===== config.mk =====
export PLATFORM = sky130hd
export DESIGN_NAME = pbd_queue
export DESIGN_NICKNAME = d
export VERILOG_FILES = /design/src/rtl/pbd_pkg.sv /design/src/rtl/pbd_queue.sv
export VERILOG_INCLUDE_DIRS = /design/src /design/src/rtl
export SDC_FILE = /design/constraint.sdc
export NUM_CORES = 1
export LEC_CHECK = 0
export CAP_MARGIN = 10
export CORE_ASPECT_RATIO = 2
export CORE_MARGIN = 5
export CORE_UTILIZATION = 65
export DETAILED_ROUTE_END_ITERATION = 7
export DONT_BUFFER_PORTS = 1
export HOLD_SLACK_MARGIN = 0.06
export MAX_ROUTING_LAYER = met4
export PLACE_DENSITY = 0.91
export SLEW_MARGIN = 20
export SYNTH_ARGS = -nofsm -noshare
export SYNTH_HDL_FRONTEND = slang
export SYNTH_SLANG_ARGS = --single-unit

===== constraint.sdc =====
create_clock -name clk -period 3.5 [get_ports clk]
set_input_delay 0.525 -clock clk [delete_from_list [all_inputs] [get_ports clk]]
set_output_delay 0.525 -clock clk [all_outputs]
set_load 0.1 [all_outputs]

===== src/rtl/protobuf_record_stream_decoder_core_assert.svh =====
// ----------------------------------------------------------------------------
// Assertion macros for the wire format decoder
// Immediate-style wrappers around concurrent checks, removed when SYNTH is set.
// ----------------------------------------------------------------------------
`ifndef PROTOBUF_RECORD_STREAM_DECODER_CORE_ASSERT_SVH
`define PROTOBUF_RECORD_STREAM_DECODER_CORE_ASSERT_SVH
`ifndef SYNTH
// A property that must hold at every clock edge outside reset.
`define PBD_CHECK(lbl, clk, rst, prop, msg) \
  lbl: assert property (@(posedge clk) disable iff (rst) (prop)) else $error(msg);
// A consequence that must hold in the cycle after its trigger.
`define PBD_CHECK_NEXT(lbl, clk, rst, ante, cons, msg) \
  lbl: assert property (@(posedge clk) disable iff (rst) (ante) |=> (cons)) \
    else $error(msg);
`else
`define PBD_CHECK(lbl, clk, rst, prop, msg)
`define PBD_CHECK_NEXT(lbl, clk, rst, ante, cons, msg)
`endif
`endif


===== src/rtl/pbd_pkg.sv =====
// ----------------------------------------------------------------------------
// pbd_pkg
// Shared types and constants of the wire format decoder.
// ----------------------------------------------------------------------------
`default_nettype none

package pbd_pkg;

  // Buffer size seen by the position counter and its saturation point.
  localparam longint unsigned BUFFER_BYTES = 64'd65536;
  localparam logic [16:0] POS_LIMIT =
    (BUFFER_BYTES > 64'h1FFFF) ? 17'h1FFFF : 17'(BUFFER_BYTES);

  // Default number of entries between the front and the back.
  localparam int QUEUE_DEPTH = 4;

  // Wire types.
  localparam logic [2:0] WK_VARINT = 3'd0;
  localparam logic [2:0] WK_I64    = 3'd1;
  localparam logic [2:0] WK_LEN    = 3'd2;
  localparam logic [2:0] WK_I32    = 3'd5;

  // Result status codes.
  localparam logic [1:0] ST_OK        = 2'd0;
  localparam logic [1:0] ST_TRUNCATED = 2'd1;
  localparam logic [1:0] ST_LONG      = 2'd2;
  localparam logic [1:0] ST_BAD_KIND  = 2'd3;

  // Parser phases.
  typedef enum logic [2:0] {
    PH_TAG    = 3'd0,
    PH_VARINT = 3'd1,
    PH_FIXED  = 3'd2,
    PH_LENVAR = 3'd3,
    PH_SKIP   = 3'd4,
    PH_DROP   = 3'd5
  } phase_t;

  // Input item.
  typedef struct packed {
    logic [7:0] data_byte;
    logic       final_byte;
  } in_item_t;

  // Result item.
  typedef struct packed {
    logic [31:0] field_id;
    logic [2:0]  wire_kind;
    logic [63:0] payload_value;
    logic [16:0] payload_start;
    logic [16:0] end_offset;
    logic [1:0]  status;
  } out_item_t;

  // Configuration write data.
  typedef struct packed {
    logic [15:0] start_offset;
  } cfg_item_t;

  // One classified byte with its buffer offset and the offset after it.
  typedef struct packed {
    logic [7:0]  data_byte;
    logic        final_byte;
    logic [16:0] cur;
    logic [16:0] nxt;
  } q_entry_t;

  // Front to queue.
  typedef struct packed {
    logic     valid;
    q_entry_t entry;
  } q_push_t;

  // Queue to back.
  typedef struct packed {
    logic     valid;
    q_entry_t entry;
  } q_head_t;

endpackage

`default_nettype wire


===== src/rtl/pbd_queue.sv =====
// ----------------------------------------------------------------------------
// pbd_queue
// Short first-in first-out queue between the front and the parser.
// ----------------------------------------------------------------------------
`default_nettype none
`include "protobuf_record_stream_decoder_core_assert.svh"

module pbd_queue #(
  parameter int DEPTH = pbd_pkg::QUEUE_DEPTH
) (
  input  wire logic             clk,
  input  wire logic             rst,
  input  wire pbd_pkg::q_push_t push,
  input  wire logic             pop,
  output pbd_pkg::q_head_t      head,
  output logic                  full
);
  import pbd_pkg::*;

  localparam int PW = (DEPTH > 1) ? $clog2(DEPTH) : 1;
  localparam int CW = $clog2(DEPTH + 1);

  q_entry_t        slots [DEPTH];
  logic [PW-1:0]   wr_ptr;
  logic [PW-1:0]   rd_ptr;
  logic [CW-1:0]   count;
  logic            empty;

  assign empty = (count == '0);
  assign full  = (count == CW'(DEPTH));

  // Entry storage.
  always_ff @(posedge clk) begin
    if (push.valid) begin
      slots[wr_ptr] <= push.entry;
    end
  end

  // Pointers and fill count.
  always_ff @(posedge clk) begin
    if (rst) begin
      wr_ptr <= '0;
      rd_ptr <= '0;
      count  <= '0;
    end else begin
      if (push.valid) begin
        wr_ptr <= (wr_ptr == PW'(DEPTH - 1)) ? '0 : wr_ptr + 1'b1;
      end
      if (pop) begin
        rd_ptr <= (rd_ptr == PW'(DEPTH - 1)) ? '0 : rd_ptr + 1'b1;
      end
      case ({push.valid, pop})
        2'b10:   count <= count + 1'b1;
        2'b01:   count <= count - 1'b1;
        default: count <= count;
      endcase
    end
  end

  always_comb begin
    head.valid = !empty;
    head.entry = slots[rd_ptr];
  end

  `PBD_CHECK(a_count_bound, clk, rst, count <= CW'(DEPTH), "queue count beyond depth")
  `PBD_CHECK(a_no_overflow, clk, rst, !(push.valid && full), "push into a full queue")
  `PBD_CHECK(a_no_underflow, clk, rst, !(pop && empty), "pop from an empty queue")

endmodule

`default_nettype wire


==> flow_metrics.env, run 1 <==
export IMPL_p_per_area_nw_per_um2=678
export IMPL_synth_fp_nets=323
export IMPL_tightest_slew_ns=0.951
export IMPL_worstSkewPairLatency_ns=0.41
export IMPL_p_seq_share_pct=50.5
export IMPL_p_sw_uw=1420
export IMPL_layout_drive_gt1_share_pct=27.2
export IMPL_timing_fmax_ghz=0.360
export IMPL_fillerInstances=528
export IMPL_clkSinkCount=181
export IMPL_io_pins=92
export IMPL_rsz0062_at_grt="no"
export IMPL_grt_overflow=0
export IMPL_area_delta_synth_final_pct=9.84
export IMPL_core_area_um2=10100
export IMPL_path_class="reg2out"
export IMPL_synth_cell_area_um2=6700
export IMPL_synth_seq_cells=181
export IMPL_fin_setup_tns_ns=0
export IMPL_die_height_um=154
export IMPL_h_tree_depth=4
export IMPL_drt_initial_drc_count=159
export IMPL_place_congestion=0.694
export IMPL_yosysSeqAreaShare_pct=79.8
export IMPL_ctsHoldBuffers=0
export IMPL_vdd_drop_max_v=0.000560
export IMPL_via_count=2674
export IMPL_sw_frac_of_total_pct=28.5
export IMPL_first_pass_iters=5
export IMPL_slew_violations=0
export IMPL_setup_viol=0
export IMPL_multi_input_area_um2=1240
export IMPL_cts_resized=0
export IMPL_drt_wirelength_per_cell_um=25.8
export IMPL_io_buffer_count=0
export IMPL_hpwlAfterDp_mm=6.84
export IMPL_route_detailed_drc=0
export IMPL_clkTransAtPathRegs_ns=0.06
export IMPL_clk_path_buf_depth=2
export IMPL_nets=336
export IMPL_cts_tree="done"
export IMPL_clkPwrFrac_pct=34.4
export IMPL_synth_warnings=0
export IMPL_p_leak_uw=0.00234
export IMPL_dieArea_um2=12600
export IMPL_wirelength_mm=11.1
export IMPL_outcome="finished clean"
export IMPL_cp_end_kind="output port"
export IMPL_n_antenna_cell=0
export IMPL_crit_fanout=27
export IMPL_pwr_share_comb_pct=15.1
export IMPL_postLayoutCellArea_um2=7360
export IMPL_arrival_ns=2.25
export IMPL_grt_util_all_layers_pct=20.2
export IMPL_holdWs_ns=0.179
export IMPL_post_cts_buffers=0
export IMPL_synthesis_instances=269
export IMPL_internal_power_uw=3570
export IMPL_period_share_pct=79.3
export IMPL_register_area_um2=5350
export IMPL_post_dp_cell_area_um2=6820
export IMPL_die_w_um=81.8
export IMPL_min_period_ns=2.78
export IMPL_power_total_uw=4990
export IMPL_ys_types=20
export IMPL_root_buffer="clkbuf_16"
export IMPL_grt_pass1_vias=2978
export IMPL_utilization_pct=73.0
export IMPL_cp_required_ns=2.97
export IMPL_syn_avg_cell_area_um2=24.9
export IMPL_numCtsBuffers=17
export IMPL_hold_path_class="in2reg"
export IMPL_ant_nets=0
export IMPL_antenna_found_initial=0
export IMPL_clock_skew_ns=0.00870
export IMPL_maxCapViolations=0
export IMPL_relSlewSlack_pct=36.7
export IMPL_fp_row_count=52
export IMPL_avgViaCountPerCell=6.23
export IMPL_initial_utilization_pct=66.4
export IMPL_grt_first_pass_wirelength_mm=17.4
export IMPL_grt_max_degree=44
export IMPL_finalHoldViolations=0
export IMPL_cp_start_kind="flip-flop"
==> power by group through the flow <==
stage | Combinational (µW) | Sequential [µW] | Clock, µW
3_3_place_gp | 746 | 2560 | 0
5_1_grt | 773 | 2530 | 1850
4_1_cts | 758 | 2520 | 1760
2_1_floorplan | 730 | 2530 | 0
3_5_place_dp | 757 | 2570 | 0
6_report | 754 | 2520 | 1720
==> through the flow <==
stage / setup WS [ns] / instances
floorplan: 0.428 / 269
global placement: 1.12 / 398
detailed placement: 1.09 / 398
CTS: 0.643 / 429
global route: 0.558 / 429
finish: 0.725 / 429
==> registers in the layout (all words and copies together) (netlist names), named ones only <==
signal,cells
slots,172
rd_ptr,2
wr_ptr,2
count,3
==> kinds of logic after synthesis <==
logic type / Yosys count / synth area share, %
AOI/OAI and AO/OA: 4 / 0.299
xor gates and xnor gates: 2 / 0.261
adders and majority gates: 7 / 1.42
buffers and inverters: 14 / 1.94
DFF: 181 / 79.8
muxes: 46 / 15.1
and+or+nand+nor: 15 / 1.23
==> final timing paths <==
| check | cells after the start | endpoint | slack (ns) | from |
|---|---|---|---|---|
| hold reg to reg | 2 | count[2] | 0.52 | count[2] |
| setup / recovery | 2 | head[25] | 0.72 | flip-flop |
| hold / removal | 1 | wr_ptr[0] | 0.18 | rst |
| setup reg to reg | 3 | slots[0][23] | 1.91 | wr_ptr[0] |
==> metal layers <==
metal	up-vias	part of all wire, %	track usage, %
met2	84	57	31.9
met3	12	6.7	7.44
met5	-	0	-
met4	0	1.7	7.29
li1	1158	-	-
met1	1420	35	23.7
==> synthesized netlist by cell type <==
master	n	share of area, %
buf_6	1	0.17
ha_1	6	1.1
nor2_1	6	0.34
buf_12	4	1.2
or3_1	2	0.19
edfxtp_1	172	77
xor2_1	1	0.13
fa_1	1	0.30
o21ai_0	1	0.075
inv_1	4	0.22
clkbuf_1	1	0.056
buf_2	4	0.30
mux4_1	3	1.2
dfxtp_1	9	2.7
mux4_2	40	13
a21oi_1	3	0.22
and2_1	4	0.37
mux2i_1	3	0.45
nor3b_1	3	0.34
xnor2_1	1	0.13
==> cells in the final DEF (no fill, tap or decap), types with 2 or more instances in the layout <==
| master | instances |
|---|---|
| inv_1 | 4 |
| ha_1 | 6 |
| or3_1 | 2 |
| nor3b_1 | 2 |
| mux4_2 | 40 |
| and2_4 | 4 |
| inv_6 | 2 |
| mux4_1 | 3 |
| nor2_1 | 6 |
| a21oi_1 | 3 |
| clkinv_2 | 6 |
| mux2i_1 | 3 |
| clkbuf_16 | 18 |
| edfxtp_1 | 172 |
| dfxtp_1 | 7 |
| buf_4 | 3 |
==> critical path, stage by stage (launching register included) <==
cell	delay (ns)
dfxtp_4	0.68
buf_4	0.33
mux4_2	0.82
==> final cells by class <==
cell class | instances | share of cell area, %
timing repair buffer | 4 | 0.646
sequential | 181 | 72.7
clock inverter | 13 | 1.48
multi-input combinational | 74 | 16.8
inverter | 4 | 0.204
clock buffer | 18 | 5.83
tap | 135 | 2.30
(Power assumes the default switching activity.)
==> inputs of run 2 (changes only) <==
--- a/config.mk
+++ b/config.mk
@@ -9,12 +9,12 @@
 export CAP_MARGIN = 10
 export CORE_ASPECT_RATIO = 2
 export CORE_MARGIN = 5
-export CORE_UTILIZATION = 65
+export CORE_UTILIZATION = 62
 export DETAILED_ROUTE_END_ITERATION = 7
 export DONT_BUFFER_PORTS = 1
 export HOLD_SLACK_MARGIN = 0.06
 export MAX_ROUTING_LAYER = met4
-export PLACE_DENSITY = 0.91
+export PLACE_DENSITY = 0.88
 export SLEW_MARGIN = 20
 export SYNTH_ARGS = -nofsm -noshare
 export SYNTH_HDL_FRONTEND = slang
==> constraint.sdc (replaced) <==
create_clock -name clk -period 2.9 [get_ports clk]
set_input_delay 0.435 -clock clk [delete_from_list [all_inputs] [get_ports clk]]
set_output_delay 0.435 -clock clk [all_outputs]
set_load 0.1 [all_outputs]
==> run 2 against run 1 <==
Against the previous run:
- wire length increased by 16%
- non-clock buffer count increased by 10
- clock-buffer cell count unchanged
- first-iteration DRC count increased by 50%
- global-route usage increased by 1.6 points
- setup slack got worse by 0.41 ns
- sequential cell count unchanged
==> flow_metrics.env, run 2 (synthesized netlist as in run 1, its figures left out) <==
export IMPL_register_area_um2=5350
export IMPL_slew_violations=0
export IMPL_cp_end_kind="output port"
export IMPL_cts_resized=0
export IMPL_layout_drive_gt1_share_pct=29.3
export IMPL_n_antenna_cell=0
export IMPL_grt_util_all_layers_pct=21.8
export IMPL_clkTransAtPathRegs_ns=0.06
export IMPL_arrival_ns=2.15
export IMPL_top_register="slots"
export IMPL_cts_tree="done"
export IMPL_drt_initial_drc_count=239
export IMPL_tightest_slew_ns=0.916
export IMPL_min_period_ns=2.59
export IMPL_nets=346
export IMPL_die_w_um=83.5
export IMPL_largest_reg_flops=172
export IMPL_worst_slack_ns=0.311
export IMPL_io_pins=92
export IMPL_grt_first_pass_wirelength_mm=19.2
export IMPL_die_height_um=157
export IMPL_route_detailed_drc=0
export IMPL_hold_path_class="in2reg"
export IMPL_postLayoutCellArea_um2=7410
export IMPL_clkPwrFrac_pct=33.3
export IMPL_pwr_share_comb_pct=15.6
export IMPL_final_common_cell="edfxtp_1"
export IMPL_r2r_cells=3
export IMPL_relSlewSlack_pct=39.0
export IMPL_finalHoldViolations=0
export IMPL_core_area_um2=10500
export IMPL_initial_utilization_pct=63.5
export IMPL_fin_setup_tns_ns=0
export IMPL_post_cts_buffers=0
export IMPL_clock_skew_ns=0.0112
export IMPL_wirelength_mm=12.9
export IMPL_fp_row_count=53
export IMPL_grt_overflow=0
export IMPL_place_ws_ns=0.704
export IMPL_maxCapViolations=0
export IMPL_area_delta_synth_final_pct=10.6
export IMPL_grt_pass1_vias=3001
export IMPL_p_leak_uw=0.00236
export IMPL_fillerInstances=602
export IMPL_grt_max_degree=44
export IMPL_internal_power_uw=4220
export IMPL_via_count=2790
export IMPL_ant_nets=0
export IMPL_cp_start_kind="flip-flop"
export IMPL_sw_frac_of_total_pct=29.0
export IMPL_worstSkewPairLatency_ns=0.42
export IMPL_final_cell_mix="edfxtp_1 (172), mux4_2 (40), clkbuf_16 (17), buf_4 (13), dfxtp_1 (7)"
export IMPL_numCtsBuffers=17
export IMPL_avgViaCountPerCell=6.33
export IMPL_drt_wirelength_per_cell_um=29.2
export IMPL_dieArea_um2=13100
export IMPL_io_buffer_count=0
export IMPL_h_tree_depth=4
export IMPL_p_sw_uw=1720
export IMPL_root_buffer="clkbuf_16"
export IMPL_top_regs="slots (172), count (3)"
export IMPL_timing_fmax_ghz=0.386
export IMPL_multi_input_area_um2=1240
export IMPL_ctsHoldBuffers=0
export IMPL_antenna_found_initial=0
export IMPL_outcome="finished clean"
export IMPL_vdd_drop_max_v=0.000493
export IMPL_clkSinkCount=181
export IMPL_hold_depth=1
export IMPL_clk_path_buf_depth=2
export IMPL_worst_r2r_setup_slack_ns=1.17
export IMPL_p_per_area_nw_per_um2=802
export IMPL_p_seq_share_pct=51.1
export IMPL_path_class="reg2out"
export IMPL_place_congestion=0.814
export IMPL_utilization_pct=70.3
export IMPL_period_share_pct=89.3
export IMPL_first_pass_iters=5
export IMPL_rsz0062_at_grt="no"
export IMPL_post_dp_cell_area_um2=6900
export IMPL_setup_viol=0
export IMPL_crit_fanout=20
export IMPL_cp_required_ns=2.47
export IMPL_hpwlAfterDp_mm=8.13
==> run 2: changes by cell type in the layout (fill, tap and decap cells not counted), sizes merged <==
| cell | change |
|---|---|
| bufinv | -1 |
| inv | -2 |
| buf | +11 |
| clkbuf | -1 |
| clkinvlp | +3 |
==> run 2: through the flow <==
| step | hold WS [ns] | instances | power, µW |
|---|---|---|---|
| 6_report | 0.0845 | 441 | 5950 |
| 5_1_grt | 0.0632 | 441 | 6170 |
| 4_1_cts | 0.0679 | 441 | 6000 |
| 3_5_place_dp | 0.508 | 410 | 4030 |
| 3_3_place_gp | 0.474 | 410 | 4000 |
| 2_1_floorplan | 0.454 | 269 | 3940 |
==> run 2: worst max-delay path: stages (launching register included) <==
cell and delay (ns):
dfxtp_4 0.62, buf_4 0.30, mux4_2 0.81
==> run 2: final timing paths <==
check                           startpoint      endpoint
worst max-delay path             flip-flop       head[0]
worst min-delay path                   rst      count[2]
worst max register to register   wr_ptr[0]  slots[1][33]
worst min register to register    count[2]      count[2]
==> run 2: power groups by stage <==
stage	combinational [µW]	sequential, µW	clock, µW
after floorplan	881	3060	0
after global placement	920	3080	0
after detailed placement	935	3090	0
after CTS	938	3040	2020
after global routing	951	3050	2170
final	928	3040	1980
==> run 2: layout make-up <==
class                   count  area share (%)
flip-flops and latches    181            72.2
clock inverters            13            1.18
repair buffers             14            1.59
multi-input cells          74            16.7
clock buffers              18            5.79
inverters                   4           0.203
well taps                 137            2.31
==> run 2: metal layers <==
layer | global-route usage, % | vias to the layer above | share of wire (%)
met1 | 23.3 | 1468 | 33
met4 | 9.66 | 0 | 2.2
met2 | 37.7 | 137 | 58
met3 | 6.34 | 14 | 6.5
li1 | - | 1171 | -
met5 | - | - | 0
==> inputs of run 3 (changes only) <==
--- a/config.mk
+++ b/config.mk
@@ -9,12 +9,12 @@
 export CAP_MARGIN = 10
 export CORE_ASPECT_RATIO = 2
 export CORE_MARGIN = 5
-export CORE_UTILIZATION = 62
+export CORE_UTILIZATION = 50
 export DETAILED_ROUTE_END_ITERATION = 7
 export DONT_BUFFER_PORTS = 1
 export HOLD_SLACK_MARGIN = 0.06
 export MAX_ROUTING_LAYER = met4
-export PLACE_DENSITY = 0.88
+export PLACE_DENSITY = 0.75
 export SLEW_MARGIN = 20
 export SYNTH_ARGS = -nofsm -noshare
 export SYNTH_HDL_FRONTEND = slang
==> run 3 against run 2 <==
Against the previous run:
- power rose by 3.2%
- critical path depth did not move
- global-route usage fell by 7.3 points
- clock power rose by 10%
- register-to-register slack barely moved
- sequential cell count did not move
- non-clock buffer count fell by 1
- sequential power barely moved
- critical path type unchanged
==> flow_metrics.env, run 3 (synthesized netlist as in run 1, its figures left out) <==
export IMPL_outcome="finished clean"
export IMPL_fp_row_count=60
export IMPL_via_count=2673
export IMPL_tightest_slew_ns=0.926
export IMPL_p_per_area_nw_per_um2=815
export IMPL_layout_drive_gt1_share_pct=29.6
export IMPL_crit_slowest_cell="mux4_2"
export IMPL_initial_utilization_pct=50.4
export IMPL_nets=345
export IMPL_postLayoutCellArea_um2=7530
export IMPL_cp_start_kind="flip-flop"
export IMPL_rsz0062_at_grt="no"
export IMPL_io_pins=92
export IMPL_arrival_ns=2.07
export IMPL_final_common_cell="edfxtp_1"
export IMPL_grt_pass1_vias=2877
export IMPL_hold_path_class="in2reg"
export IMPL_clock_skew_ns=0.00789
export IMPL_relSlewSlack_pct=38.4
export IMPL_h_tree_depth=4
export IMPL_dieArea_um2=16000
export IMPL_clkSinkCount=181
export IMPL_hpwlAfterDp_mm=7.01
export IMPL_cp_cell_sequence="buf_4, mux4_2"
export IMPL_drt_initial_drc_count=138
export IMPL_ant_nets=0
export IMPL_crit_fanout=13
export IMPL_core_area_um2=13300
export IMPL_timing_fmax_ghz=0.399
export IMPL_numCtsBuffers=17
export IMPL_top_regs="slots (172), count (3)"
export IMPL_final_cell_mix="edfxtp_1 (172), mux4_2 (40), clkbuf_16 (17), dfxtp_1 (7), buf_4 (7)"
export IMPL_grt_first_pass_wirelength_mm=16.6
export IMPL_post_cts_buffers=0
export IMPL_dpl_cell_count=426
export IMPL_fin_setup_tns_ns=0
export IMPL_min_period_ns=2.50
export IMPL_io_buffer_count=0
export IMPL_clk_path_buf_depth=2
export IMPL_clkTransAtPathRegs_ns=0.07
export IMPL_place_congestion=0.692
export IMPL_largest_reg_flops=172
export IMPL_worstSkewPairLatency_ns=0.42
export IMPL_cp_end_kind="output port"
export IMPL_slowest_delay_ns=0.82
export IMPL_grt_overflow=0
export IMPL_grt_max_degree=23
export IMPL_grt_util_all_layers_pct=14.5
export IMPL_worst_slack_ns=0.396
export IMPL_setup_viol=0
export IMPL_vdd_drop_max_v=0.000459
export IMPL_cp_num_buf_inv=1
export IMPL_wirelength_mm=10.7
export IMPL_top_register="slots"
export IMPL_p_leak_uw=0.00240
export IMPL_antenna_found_initial=0
export IMPL_maxCapViolations=0
export IMPL_die_height_um=174
export IMPL_cp_required_ns=2.47
export IMPL_path_class="reg2out"
export IMPL_post_dp_cell_area_um2=6950
export IMPL_cts_tree="done"
export IMPL_avgViaCountPerCell=5.82
export IMPL_drt_wirelength_per_cell_um=23.2
export IMPL_n_antenna_cell=0
export IMPL_root_buffer="clkbuf_16"
export IMPL_slew_violations=0
export IMPL_die_w_um=91.9
export IMPL_period_share_pct=86.3
export IMPL_first_pass_iters=4
export IMPL_area_delta_synth_final_pct=12.4
export IMPL_cp_top_family="multiplexers"
export IMPL_fin_cells=459
export IMPL_finalHoldViolations=0
export IMPL_route_detailed_drc=0
export IMPL_place_ws_ns=0.791
[run 3: cell types whose count changed in the layout (fill, tap and decap cells not counted), sizes merged]
cell,delta
inv,+7
clkinv,-5
buf,-2
clkinvlp,-2
bufinv,+1
dlygate4sd3,+1
[run 3: repair_timing]
action / 4_1_cts / 5_1_grt
hold buffers: 0 / 1
hold endpoints to repair: 0 / 2
gates resized for setup: 0 / 0
[run 3: per-layer routing]
metal	up-vias	global-route usage, %	wire length [µm]
met5	-	-	0
met4	0	4.40	115
met3	12	7.38	1040
met2	98	23.2	5560
met1	1390	15.8	3940
li1	1173	-	-
[run 3: cell type report]
class,count,area (µm²)
fillers,912,5760
clock buffers,18,429
inverters,4,15.0
repair buffers,13,163
flip-flops and latches,181,5350
clock inverters,14,139
multi-input cells,74,1240
well taps,155,194
[run 3: path summary, 6_finish.rpt]
path	start	end	slack [ns]	depth (start not counted)
setup / recovery	flip-flop	head[41]	0.40	2
hold / removal	rst	count[2]	0.08	1
setup reg to reg	wr_ptr[0]	slots[3][34]	1.17	3
hold reg to reg	count[2]	count[2]	0.51	2
[run 3: per-stage QoR]
stage / hold WS, ns / power, µW / utilization [%]
4_1_cts: 0.0613 / 6200 / 56.6
3_3_place_gp: 0.474 / 4010 / 52.3
5_1_grt: 0.0627 / 6340 / 56.7
2_1_floorplan: 0.454 / 3940 / -
6_report: 0.0802 / 6140 / 56.7
3_5_place_dp: 0.497 / 4030 / 52.3
[run 3: report_power, final]
| group | total, µW | internal [µW] | switching (µW) | leakage [µW] |
|---|---|---|---|---|
| combinational | 941 | 168 | 773 | 0.000467 |
| clock | 2180 | 1210 | 969 | 0.000276 |
| sequential | 3020 | 2980 | 41.5 | 0.00165 |
