<file path="src/rtl/protobuf_record_stream_decoder_core_assert.svh">
// ----------------------------------------------------------------------------
// Assertion macros for the wire format decoder
// Immediate-style wrappers around concurrent checks, removed when SYNTH is set.
// ----------------------------------------------------------------------------
`ifndef PROTOBUF_RECORD_STREAM_DECODER_CORE_ASSERT_SVH
`define PROTOBUF_RECORD_STREAM_DECODER_CORE_ASSERT_SVH
`ifndef SYNTH
// A property that must hold at every clock edge outside reset.
`define PBD_CHECK(lbl, clk, rst, prop, msg) \
  lbl: assert property (@(posedge clk) disable iff (rst) (prop)) else $error(msg);
// A consequence that must hold in the cycle after its trigger.
`define PBD_CHECK_NEXT(lbl, clk, rst, ante, cons, msg) \
  lbl: assert property (@(posedge clk) disable iff (rst) (ante) |=> (cons)) \
    else $error(msg);
`else
`define PBD_CHECK(lbl, clk, rst, prop, msg)
`define PBD_CHECK_NEXT(lbl, clk, rst, ante, cons, msg)
`endif
`endif

</file>
<file path="src/rtl/pbd_pkg.sv">
// ----------------------------------------------------------------------------
// pbd_pkg
// Shared types and constants of the wire format decoder.
// ----------------------------------------------------------------------------
`default_nettype none

package pbd_pkg;

  // Buffer size seen by the position counter and its saturation point.
  localparam longint unsigned BUFFER_BYTES = 64'd65536;
  localparam logic [16:0] POS_LIMIT =
    (BUFFER_BYTES > 64'h1FFFF) ? 17'h1FFFF : 17'(BUFFER_BYTES);

  // Default number of entries between the front and the back.
  localparam int QUEUE_DEPTH = 4;

  // Wire types.
  localparam logic [2:0] WK_VARINT = 3'd0;
  localparam logic [2:0] WK_I64    = 3'd1;
  localparam logic [2:0] WK_LEN    = 3'd2;
  localparam logic [2:0] WK_I32    = 3'd5;

  // Result status codes.
  localparam logic [1:0] ST_OK        = 2'd0;
  localparam logic [1:0] ST_TRUNCATED = 2'd1;
  localparam logic [1:0] ST_LONG      = 2'd2;
  localparam logic [1:0] ST_BAD_KIND  = 2'd3;

  // Parser phases.
  typedef enum logic [2:0] {
    PH_TAG    = 3'd0,
    PH_VARINT = 3'd1,
    PH_FIXED  = 3'd2,
    PH_LENVAR = 3'd3,
    PH_SKIP   = 3'd4,
    PH_DROP   = 3'd5
  } phase_t;

  // Input item.
  typedef struct packed {
    logic [7:0] data_byte;
    logic       final_byte;
  } in_item_t;

  // Result item.
  typedef struct packed {
    logic [31:0] field_id;
    logic [2:0]  wire_kind;
    logic [63:0] payload_value;
    logic [16:0] payload_start;
    logic [16:0] end_offset;
    logic [1:0]  status;
  } out_item_t;

  // Configuration write data.
  typedef struct packed {
    logic [15:0] start_offset;
  } cfg_item_t;

  // One classified byte with its buffer offset and the offset after it.
  typedef struct packed {
    logic [7:0]  data_byte;
    logic        final_byte;
    logic [16:0] cur;
    logic [16:0] nxt;
  } q_entry_t;

  // Front to queue.
  typedef struct packed {
    logic     valid;
    q_entry_t entry;
  } q_push_t;

  // Queue to back.
  typedef struct packed {
    logic     valid;
    q_entry_t entry;
  } q_head_t;

endpackage

`default_nettype wire

</file>
<file path="src/rtl/pbd_chan_if.sv">
// ----------------------------------------------------------------------------
// pbd_chan_if
// Valid/ready channel carrying one payload item per handshake.
// ----------------------------------------------------------------------------
`default_nettype none

interface pbd_chan_if #(
  parameter type payload_t = logic
);

  logic     valid;
  logic     ready;
  payload_t payload;

  modport source (output valid, output payload, input ready);
  modport sink (input valid, input payload, output ready);

endinterface

`default_nettype wire

</file>
<file path="src/rtl/pbd_back.sv">
// ----------------------------------------------------------------------------
// pbd_back
// Record parser: walks tag, varint, fixed, length and skipped payload bytes
// and loads each finished record or error into the output register.
// ----------------------------------------------------------------------------
`default_nettype none
`include "protobuf_record_stream_decoder_core_assert.svh"

module pbd_back (
  input  wire logic             clk,
  input  wire logic             rst,
  input  wire pbd_pkg::q_head_t head,
  output logic                  pop,
  pbd_chan_if.source            records
);
  import pbd_pkg::*;

  phase_t      phase, phase_next;
  logic [63:0] accumulator, accumulator_next;
  logic [3:0]  byte_count, byte_count_next;
  logic [31:0] held_field, held_field_next;
  logic [2:0]  held_kind, held_kind_next;
  logic [63:0] remaining, remaining_next;
  logic [16:0] origin, origin_next;
  logic [16:0] mark, mark_next;

  out_item_t   res, res_next;
  logic        out_valid;
  logic        emit;

  logic [7:0]  b;
  logic [6:0]  vshamt;
  logic [5:0]  fshamt;
  logic [63:0] acc_v;
  logic        v_done;
  logic        v_long;

  function automatic out_item_t make_res(logic [31:0] fid, logic [2:0] kind,
                                         logic [63:0] val, logic [16:0] ps,
                                         logic [16:0] endo, logic [1:0] st);
    out_item_t r;
    r.field_id      = fid;
    r.wire_kind     = kind;
    r.payload_value = val;
    r.payload_start = ps;
    r.end_offset    = endo;
    r.status        = st;
    return r;
  endfunction

  // A byte is taken whenever the output register can take its result.
  assign pop = head.valid && (!out_valid || records.ready);

  // Varint step: seven value bits at offset seven times the octet count.
  always_comb begin
    b      = head.entry.data_byte;
    vshamt = 7'(byte_count) * 7'd7;
    fshamt = {byte_count[2:0], 3'b000};
    acc_v  = accumulator;
    if (vshamt < 7'd64) begin
      acc_v = accumulator | (64'(b[6:0]) << vshamt[5:0]);
    end
    v_done = !b[7];
    v_long = b[7] && (byte_count >= 4'd9);
  end

  // Phase sequencing and result selection.
  always_comb begin
    phase_next       = phase;
    accumulator_next = accumulator;
    byte_count_next  = byte_count;
    held_field_next  = held_field;
    held_kind_next   = held_kind;
    remaining_next   = remaining;
    origin_next      = origin;
    mark_next        = mark;
    emit             = 1'b0;
    res_next         = '0;

    case (phase)
      PH_TAG: begin
        if (byte_count == 4'd0) begin
          mark_next = head.entry.cur;
        end
        accumulator_next = acc_v;
        if (v_long) begin
          emit       = 1'b1;
          res_next   = make_res('0, '0, '0, '0, mark_next, ST_LONG);
          phase_next = PH_DROP;
        end else if (v_done) begin
          held_field_next  = acc_v[34:3];
          held_kind_next   = acc_v[2:0];
          accumulator_next = '0;
          byte_count_next  = '0;
          mark_next        = head.entry.nxt;
          case (acc_v[2:0])
            WK_VARINT:       phase_next = PH_VARINT;
            WK_I64, WK_I32:  phase_next = PH_FIXED;
            WK_LEN:          phase_next = PH_LENVAR;
            default: begin
              emit       = 1'b1;
              res_next   = make_res(acc_v[34:3], acc_v[2:0], '0, '0,
                                    head.entry.nxt, ST_BAD_KIND);
              phase_next = PH_DROP;
            end
          endcase
        end else begin
          byte_count_next = byte_count + 4'd1;
        end
      end

      PH_VARINT: begin
        accumulator_next = acc_v;
        if (v_long) begin
          emit       = 1'b1;
          res_next   = make_res(held_field, held_kind, '0, '0, mark, ST_LONG);
          phase_next = PH_DROP;
        end else if (v_done) begin
          emit     = 1'b1;
          res_next = make_res(held_field, held_kind, acc_v, '0,
                              head.entry.nxt, ST_OK);
        end else begin
          byte_count_next = byte_count + 4'd1;
        end
      end

      PH_FIXED: begin
        accumulator_next = accumulator | (64'(b) << fshamt);
        byte_count_next  = byte_count + 4'd1;
        if (byte_count_next >= ((held_kind == WK_I64) ? 4'd8 : 4'd4)) begin
          emit     = 1'b1;
          res_next = make_res(held_field, held_kind, accumulator_next, '0,
                              head.entry.nxt, ST_OK);
        end
      end

      PH_LENVAR: begin
        accumulator_next = acc_v;
        if (v_long) begin
          emit       = 1'b1;
          res_next   = make_res(held_field, held_kind, '0, '0, mark, ST_LONG);
          phase_next = PH_DROP;
        end else if (v_done) begin
          remaining_next  = acc_v;
          origin_next     = head.entry.nxt;
          mark_next       = head.entry.nxt;
          byte_count_next = '0;
          if (acc_v == '0) begin
            // An empty payload completes the record with its length.
            emit     = 1'b1;
            res_next = make_res(held_field, held_kind, '0, head.entry.nxt,
                                head.entry.nxt, ST_OK);
          end else begin
            phase_next = PH_SKIP;
          end
        end else begin
          byte_count_next = byte_count + 4'd1;
        end
      end

      PH_SKIP: begin
        remaining_next = remaining - 64'd1;
        if (remaining == 64'd1) begin
          emit     = 1'b1;
          res_next = make_res(held_field, held_kind, accumulator, origin,
                              head.entry.nxt, ST_OK);
        end
      end

      default: begin
      end
    endcase

    // The final byte reports an unfinished record as truncated.
    if (head.entry.final_byte && !emit && (phase_next != PH_DROP) &&
        !((phase_next == PH_TAG) && (byte_count_next == 4'd0))) begin
      emit = 1'b1;
      if (phase_next == PH_TAG) begin
        res_next = make_res('0, '0, '0, '0, mark_next, ST_TRUNCATED);
      end else begin
        res_next = make_res(held_field_next, held_kind_next, '0, '0, mark_next,
                            ST_TRUNCATED);
      end
    end

    // A completed record, or the end of the buffer, starts over at a tag.
    if ((emit && (phase_next != PH_DROP)) || head.entry.final_byte) begin
      phase_next       = PH_TAG;
      accumulator_next = '0;
      byte_count_next  = '0;
      held_field_next  = '0;
      held_kind_next   = '0;
      remaining_next   = '0;
      origin_next      = '0;
    end
  end

  // Parser state.
  always_ff @(posedge clk) begin
    if (rst) begin
      phase       <= PH_TAG;
      accumulator <= '0;
      byte_count  <= '0;
      held_field  <= '0;
      held_kind   <= '0;
      remaining   <= '0;
      origin      <= '0;
      mark        <= '0;
    end else if (pop) begin
      phase       <= phase_next;
      accumulator <= accumulator_next;
      byte_count  <= byte_count_next;
      held_field  <= held_field_next;
      held_kind   <= held_kind_next;
      remaining   <= remaining_next;
      origin      <= origin_next;
      mark        <= mark_next;
    end
  end

  // Output register.
  always_ff @(posedge clk) begin
    if (rst) begin
      out_valid <= 1'b0;
    end else if (pop && emit) begin
      out_valid <= 1'b1;
    end else if (records.ready) begin
      out_valid <= 1'b0;
    end
  end

  always_ff @(posedge clk) begin
    if (pop && emit) begin
      res <= res_next;
    end
  end

  assign records.valid   = out_valid;
  assign records.payload = res;

  `PBD_CHECK(a_count_range, clk, rst, byte_count <= 4'd9, "octet count out of range")
  `PBD_CHECK(a_skip_nonzero, clk, rst, (phase != PH_SKIP) || (remaining != '0), "skip with nothing left")
  `PBD_CHECK_NEXT(a_final_restart, clk, rst, pop && head.entry.final_byte, (phase == PH_TAG) && (byte_count == 4'd0), "no restart after final byte")

endmodule

`default_nettype wire

</file>
<file path="src/flat_wrapper.sv">
// flat-port wrapper written by rule: the top's interface ports become plain ports
module pbd_back_flat import pbd_pkg::*;
  (clk, rst, head, pop, records_valid, records_payload, records_ready);
  pbd_chan_if records_i ();
  input  wire logic clk;
  input  wire logic rst;
  input  wire pbd_pkg::q_head_t head;
  output logic pop;
  output wire logic [$bits(records_i.valid)-1:0] records_valid;
  output wire logic [$bits(records_i.payload)-1:0] records_payload;
  input wire logic [$bits(records_i.ready)-1:0] records_ready;
  assign records_valid = records_i.valid;
  assign records_payload = records_i.payload;
  assign records_i.ready = records_ready;
  pbd_back u_core (.clk(clk), .rst(rst), .head(head), .pop(pop), .records(records_i));
endmodule
</file>
<file path="config.mk">
export PLATFORM = sky130hd
export DESIGN_NAME = pbd_back_flat
export DESIGN_NICKNAME = d
export VERILOG_FILES = /design/src/rtl/pbd_pkg.sv /design/src/rtl/pbd_chan_if.sv /design/src/rtl/pbd_back.sv /design/src/flat_wrapper.sv
export VERILOG_INCLUDE_DIRS = /design/src /design/src/rtl
export SDC_FILE = /design/constraint.sdc
export NUM_CORES = 1
export LEC_CHECK = 0
export ABC_CLOCK_PERIOD_IN_PS = 6450
export BUFFER_PORTS_ARGS = -buffer_cell sky130_fd_sc_hd__buf_2
export CORE_ASPECT_RATIO = 1.5
export CORE_MARGIN = 5
export CORE_UTILIZATION = 55
export DETAILED_ROUTE_END_ITERATION = 6
export GPL_TIMING_DRIVEN = 1
export PLACE_DENSITY = 0.71
export SLEW_MARGIN = 20
export SYNTH_ARGS = -nofsm -noshare
export SYNTH_HDL_FRONTEND = slang
export SYNTH_SLANG_ARGS = --single-unit
export TNS_END_PERCENT = 30
</file>
<file path="constraint.sdc">
create_clock -name clk -period 6.45 [get_ports clk]
set_input_delay 1.29 -clock clk [delete_from_list [all_inputs] [get_ports clk]]
set_output_delay 1.29 -clock clk [all_outputs]
set_load 0.005 [all_outputs]
</file>
==> results.sh, run 1 <==
export IMPL_grt_busiest_layer="met2"
export IMPL_area_growth_pct=9.522
export IMPL_avgSynthCellArea_um2=7.521
export IMPL_cts_sinks=140
export IMPL_synthArstFlopShare_pct=0
export IMPL_worstMarginPinSlew_ns=1.190
export IMPL_postRouteAntennaNets=0
export IMPL_cts_tree="yes"
export IMPL_ys_ff_latch=140
export IMPL_hold_buffers=0
export IMPL_drt_iter0_drc=2018
export IMPL_final_cell_mix="nand2_1 (159), dfxtp_1 (138), a21oi_1 (133)"
export IMPL_finalClockSkew_ns=0.01254
export IMPL_grt_max_degree=96
export IMPL_track_usage_pct=37.87
export IMPL_io_pins=50
export IMPL_num_rows=61
export IMPL_required_ns=6.77
export IMPL_dieArea_um2=21700
export IMPL_ys_seq_area_share_pct=27.20
export IMPL_antenna_found_initial=0
export IMPL_cts_buffers=17
export IMPL_cts_setup_buffers=0
export IMPL_dp_hpwl_um=29080
export IMPL_synth_warnings=0
export IMPL_met3_usage_pct=8.227
export IMPL_cts_root_buf="clkbuf_16"
export IMPL_end_kind="flip-flop"
export IMPL_worstSetupStartpoint="u_core.byte_count[2]$_SDFFE_PP0P_"
export IMPL_r2r_start="u_core.byte_count[2]$_SDFFE_PP0P_"
export IMPL_gp_congestion=1.016
export IMPL_drtPass1Iterations=7
export IMPL_route_detailed_drc=0
export IMPL_grt_pass1_wl_um=63330
export IMPL_fin_crit_ns=5.768
export IMPL_fp_dieH_um=177.9
export IMPL_worst_r2r_path_depth=18
export IMPL_syn_num_nets=1443
export IMPL_power_leakage_nw=4.287
export IMPL_drive_above_1_share_pct=11.14
export IMPL_ys_types=102
export IMPL_cts_resized=0
export IMPL_syn_inst=1375
export IMPL_n_antenna_cell=0
export IMPL_synth_edf_count=1
export IMPL_use_met2_pct=61.58
export IMPL_clk_latency_ns=0.44
export IMPL_start_kind="flip-flop"
export IMPL_wl_per_cell_um=25.54
export IMPL_timing_critical_path_to="u_core.remaining[62]$_SDFFE_PP0P_"
export IMPL_first_global_vias=10882
export IMPL_clk_pin_slew_ns=0.07
export IMPL_p_per_area_nw_per_um2=224.1
export IMPL_min_path_type="reg2reg"
export IMPL_ctsHtreeMaxLevel=4
export IMPL_vias=11836
export IMPL_syn_cell_area_um2=10340
export IMPL_critical_path_class="reg2reg"
export IMPL_final_common_cell="nand2_1"
export IMPL_core_um2=18550
export IMPL_dominantRegCellSynth="dfxtp_1"
export IMPL_rsz0062_at_grt="false"
export IMPL_grt_use_met1_pct=44.49
export IMPL_final_util_pct=61.07
export IMPL_portBuffers=15
export IMPL_fillers=1680
export IMPL_critPathMaxFanout=10
export IMPL_setup_violations=0
export IMPL_status="complete, no violations"
export IMPL_routed_wl_um=41510
export IMPL_cp_arrival_ns=6.09
export IMPL_die_w_um=122.0
export IMPL_rrSetupSlack_ns=0.68
export IMPL_fin_nets=1428
export IMPL_finalMaxSlewViolations=0
export IMPL_ctsLongestPathBuffers=2
export IMPL_initial_core_util_pct=55.76
export IMPL_irDropWorstVdd_v=0.0001866
export IMPL_relSlewSlack_pct=20.68
export IMPL_drv_cap=0
export IMPL_overflow=0
export IMPL_r2r_end="u_core.remaining[62]$_SDFFE_PP0P_"
export IMPL_vias_per_cell=7.284
export IMPL_finalCritPeriodShare_pct=89.43
export IMPL_max_freq_mhz=173.4
export IMPL_hold_viol=0
export IMPL_final_setup_tns_ns=0
==> layout make-up <==
class | instances | area (um^2) | share of cell area, %
sequential | 140 | 2814 | 24.85
timing repair buffer | 73 | 548.0 | 4.839
tap | 252 | 315.3 | 2.784
multi-input combinational | 1085 | 6845 | 60.44
clock inverter | 12 | 183.9 | 1.624
inverter | 43 | 161.4 | 1.425
clock buffer | 20 | 457.9 | 4.043
==> worst max-delay path: stages (launching register included) <==
cell       delay (ns)
dfxtp_1          0.31
inv_1            0.24
fa_1             0.47
inv_1            0.07
ha_1             0.21
inv_1            0.07
fa_1             0.59
xnor2_2          0.35
a31oi_1          0.35
a21oi_1          0.11
buf_4            0.21
a21oi_1          0.43
o211ai_1         0.21
a2111oi_2        0.68
and4_1           0.54
nor2_2           0.24
o21ai_0          0.30
buf_4            0.20
nor3_1           0.05
==> per-layer routing <==
layer	vias up	part of all wire, %
li1	5217	-
met1	5469	35
met2	858	45
met3	292	11
met4	0	8.8
met5	-	0
==> how the worst min path moves through the flow <==
stage                                                    to                         startpoint  slack (ns)  cells past startpoint
final                     u_core.remaining[11]$_SDFFE_PP0P_  u_core.remaining[11]$_SDFFE_PP0P_        0.46                      2
after global routing      u_core.remaining[11]$_SDFFE_PP0P_  u_core.remaining[11]$_SDFFE_PP0P_        0.49                      2
after CTS                 u_core.remaining[11]$_SDFFE_PP0P_  u_core.remaining[11]$_SDFFE_PP0P_        0.46                      2
after detailed placement  u_core.remaining[11]$_SDFFE_PP0P_  u_core.remaining[11]$_SDFFE_PP0P_        0.45                      2
after global placement     u_core.held_kind[2]$_SDFFE_PP0P_   u_core.held_kind[2]$_SDFFE_PP0P_        0.44                      1
after floorplan            u_core.held_kind[2]$_SDFFE_PP0P_   u_core.held_kind[2]$_SDFFE_PP0P_        0.42                      1
==> sequential cells by signal, summed over array words and instances (netlist names) <==
| register | count |
|---|---|
| u_core.byte_count | 4 |
| u_core.records.valid | 1 |
| u_core.phase | 3 |
| u_core.records.payload | 1 |
| u_core.remaining | 64 |
| u_core.accumulator | 64 |
| u_core.held_kind | 3 |
==> report_power, final <==
part | internal, W | switching, W | total (W)
registers | 0.000878 | 0.0000152 | 0.000893
clock network | 0.000675 | 0.000421 | 0.00110
logic | 0.000162 | 0.000386 | 0.000548
total | 0.00172 | 0.000823 | 0.00254
==> Yosys cell counts, drive strengths merged, types with 7 or more instances <==
library cell | count | area (um^2)
a211oi | 12 | 107.6
a21o | 7 | 60.05
a21oi | 139 | 718.2
a221oi | 10 | 93.84
a22o | 50 | 437.9
a22oi | 11 | 87.58
a31oi | 32 | 200.2
a32o | 15 | 150.1
and2 | 11 | 71.32
and3 | 17 | 106.4
buf | 46 | 299.0
clkbuf | 61 | 230.2
dfxtp | 139 | 2783
ha | 17 | 212.7
inv | 43 | 161.4
mux2 | 8 | 93.83
mux2i | 9 | 90.09
nand2 | 160 | 603.1
nand2b | 10 | 62.56
nand3 | 71 | 355.3
nand4 | 30 | 187.7
nor2 | 93 | 351.6
nor2b | 12 | 75.07
nor3 | 37 | 201.5
nor4 | 24 | 165.2
o211ai | 19 | 142.6
o21ai | 80 | 407.9
o22ai | 41 | 256.5
o2bb2ai | 14 | 122.6
o311ai | 9 | 78.83
o31ai | 13 | 97.59
o41ai | 8 | 88.84
or3 | 9 | 61.31
or4 | 10 | 75.07
xnor2 | 7 | 68.82
xor2 | 12 | 112.6
==> kinds of logic (layout without fill, tap and decap cells) <==
family                     count (synthesis)  count (layout)  synth area share [%]
DFF                                      140             140                 27.20
muxes                                     21              21                 2.650
buffers and inverters                    150             148                 6.679
xor gates and xnor gates                  19              19                 1.754
AOI/OAI and AO/OA                        518             518                 34.57
and+or+nand+nor                          506             506                 24.32
adders and majority gates                 21              21                 2.831
==> stage by stage <==
stage / setup slack [ns] / cell area, um^2 / hold slack (ns) / power (W) / std cells
5_1_grt: 0.5165 / 11330 / 0.4875 / 0.002600 / 1625
2_1_floorplan: 1.657 / 10340 / 0.4246 / 0.001273 / 1375
3_3_place_gp: 0.9139 / 10680 / 0.4398 / 0.001430 / 1593
4_1_cts: 0.8292 / 11330 / 0.4581 / 0.002510 / 1625
6_report: 0.6815 / 11330 / 0.4645 / 0.002538 / 1625
3_5_place_dp: 0.8659 / 10680 / 0.4482 / 0.001433 / 1593
Note: power is estimated with default switching activity, not from simulation.
==> run 2, diff against run 1 <==
--- a/config.mk
+++ b/config.mk
@@ -7,13 +7,14 @@
 export NUM_CORES = 1
 export LEC_CHECK = 0
 export ABC_CLOCK_PERIOD_IN_PS = 6450
-export BUFFER_PORTS_ARGS = -buffer_cell sky130_fd_sc_hd__buf_2
 export CORE_ASPECT_RATIO = 1.5
 export CORE_MARGIN = 5
 export CORE_UTILIZATION = 55
 export DETAILED_ROUTE_END_ITERATION = 6
+export DONT_BUFFER_PORTS = 1
 export GPL_TIMING_DRIVEN = 1
-export PLACE_DENSITY = 0.71
+export MAX_ROUTING_LAYER = met4
+export PLACE_DENSITY = 0.68
 export SLEW_MARGIN = 20
 export SYNTH_ARGS = -nofsm -noshare
 export SYNTH_HDL_FRONTEND = slang
==> run 2 against run 1 <==
Maximum frequency down 1.2%; cell count down 0.12%; via count down 0.89%; non-clock buffer count down 2; utilization up 0.067 points.
==> results.sh, run 2 (same netlist as run 1, synthesis figures left out) <==
export IMPL_status="complete, no violations"
export IMPL_placed_area_um2=10720
export IMPL_cts_sinks=140
export IMPL_relSlewSlack_pct=21.93
export IMPL_hold_buffers=0
export IMPL_start_kind="flip-flop"
export IMPL_final_setup_tns_ns=0
export IMPL_final_cell_mix="nand2_1 (159), dfxtp_1 (138), a21oi_1 (133)"
export IMPL_cts_resized=0
export IMPL_core_um2=18550
export IMPL_timing_final_ws_setup_ns=0.6140
export IMPL_postRouteAntennaNets=0
export IMPL_finalClockSkew_ns=0.01404
export IMPL_fp_dieH_um=177.9
export IMPL_dieArea_um2=21700
export IMPL_area_growth_pct=9.643
export IMPL_p_per_area_nw_per_um2=218.6
export IMPL_setup_violations=0
export IMPL_finalCritPeriodShare_pct=90.48
export IMPL_routed_wl_um=42060
export IMPL_critPathMaxFanout=20
export IMPL_finalMaxSlewViolations=0
export IMPL_dp_hpwl_um=29750
export IMPL_regArea_um2=2814
export IMPL_n_antenna_cell=0
export IMPL_clk_latency_ns=0.44
export IMPL_gp_congestion=1.024
export IMPL_track_usage_pct=39.72
export IMPL_portBuffers=0
export IMPL_vias=11731
export IMPL_worstMarginPinSlew_ns=1.171
export IMPL_clk_pin_slew_ns=0.07
export IMPL_drt_iter0_drc=1753
export IMPL_num_rows=61
export IMPL_final_util_pct=61.13
export IMPL_end_kind="flip-flop"
export IMPL_final_common_cell="nand2_1"
export IMPL_overflow=0
export IMPL_cts_buffers=17
export IMPL_cts_tree="yes"
export IMPL_wl_per_cell_um=25.91
export IMPL_drive_above_1_share_pct=11.23
export IMPL_critical_path_class="reg2reg"
export IMPL_cts_setup_buffers=0
export IMPL_power_leakage_nw=4.277
export IMPL_required_ns=6.78
export IMPL_vias_per_cell=7.228
export IMPL_rsz0062_at_grt="false"
export IMPL_die_w_um=122.0
export IMPL_p_total_w=0.002479
export IMPL_dp_slack_ns=0.8630
export IMPL_hold_viol=0
export IMPL_io_pins=50
export IMPL_multi_input_area_um2=6852
export IMPL_initial_core_util_pct=55.76
export IMPL_drtPass1Iterations=7
export IMPL_largestRegisters="u_core.accumulator: 64 flops, u_core.remaining: 64 flops, u_core.byte_count: 4 flops"
export IMPL_irDropWorstVdd_v=0.0001816
export IMPL_max_freq_mhz=171.4
export IMPL_grt_pass1_wl_um=64320
export IMPL_fin_crit_ns=5.836
export IMPL_ctsLongestPathBuffers=2
export IMPL_fillers=1723
export IMPL_fin_nets=1426
export IMPL_cts_root_buf="clkbuf_16"
export IMPL_first_global_vias=10952
export IMPL_route_detailed_drc=0
export IMPL_ctsHtreeMaxLevel=4
export IMPL_min_path_type="reg2reg"
export IMPL_grt_max_degree=92
export IMPL_antenna_found_initial=0
export IMPL_finish_instance_area_um2=11340
export IMPL_drv_cap=0
export IMPL_cp_arrival_ns=6.16
-- run 2: path summary, 6_finish.rpt --
path                                          start                                   to  slack (ns)  depth (start not counted)
setup / recovery  u_core.byte_count[0]$_SDFFE_PP0P_  u_core.accumulator[45]$_SDFFE_PP0P_        0.61                         19
hold / removal    u_core.remaining[41]$_SDFFE_PP0P_    u_core.remaining[41]$_SDFFE_PP0P_        0.46                          2
hold reg to reg   u_core.remaining[41]$_SDFFE_PP0P_    u_core.remaining[41]$_SDFFE_PP0P_        0.46                          2
setup reg to reg  u_core.byte_count[0]$_SDFFE_PP0P_  u_core.accumulator[45]$_SDFFE_PP0P_        0.61                         19
-- run 2: per-stage QoR --
stage | hold WS, ns | cells
after floorplan | 0.4246 | 1375
after global placement | 0.4408 | 1590
after detailed placement | 0.4440 | 1591
after CTS | 0.4569 | 1623
after global routing | 0.4837 | 1623
final | 0.4591 | 1623
-- run 2: critical path, cell delays in order, from the launching register on --
cell       delay [ns]
dfxtp_2          0.33
inv_2            0.20
fa_1             0.43
inv_1            0.07
ha_1             0.22
inv_1            0.07
fa_1             0.49
buf_4            0.24
or3_1            0.18
a2bb2oi_1        0.17
nand3_1          0.39
a21oi_1          0.50
nand4_1          0.30
a2111oi_2        0.82
and4_1           0.43
buf_4            0.19
nor3_4           0.06
and3_1           0.21
buf_12           0.17
a22o_1           0.21
-- run 2: report_power, final --
| part | switching [W] | internal (W) | total, W |
|---|---|---|---|
| Combinational | 0.000369 | 0.000164 | 0.000533 |
| Clock | 0.000437 | 0.000615 | 0.00105 |
| Sequential | 0.0000160 | 0.000878 | 0.000894 |
-- run 2: per-layer routing --
| metal | global-route usage, % | up-vias | wire, um |
|---|---|---|---|
| li1 | - | 5200 | - |
| met1 | 44.45 | 5506 | 15360 |
| met2 | 61.65 | 779 | 19080 |
| met3 | 9.758 | 246 | 3958 |
| met4 | 27.99 | 0 | 3668 |
| met5 | - | - | 0 |
-- run 2: layout make-up --
type / count / area share, %
clock inverters: 15 / 1.655
multi-input cells: 1085 / 60.43
well taps: 252 / 2.781
clock buffers: 17 / 3.752
repair buffers: 71 / 5.142
inverters: 43 / 1.424
flip-flops and latches: 140 / 24.82
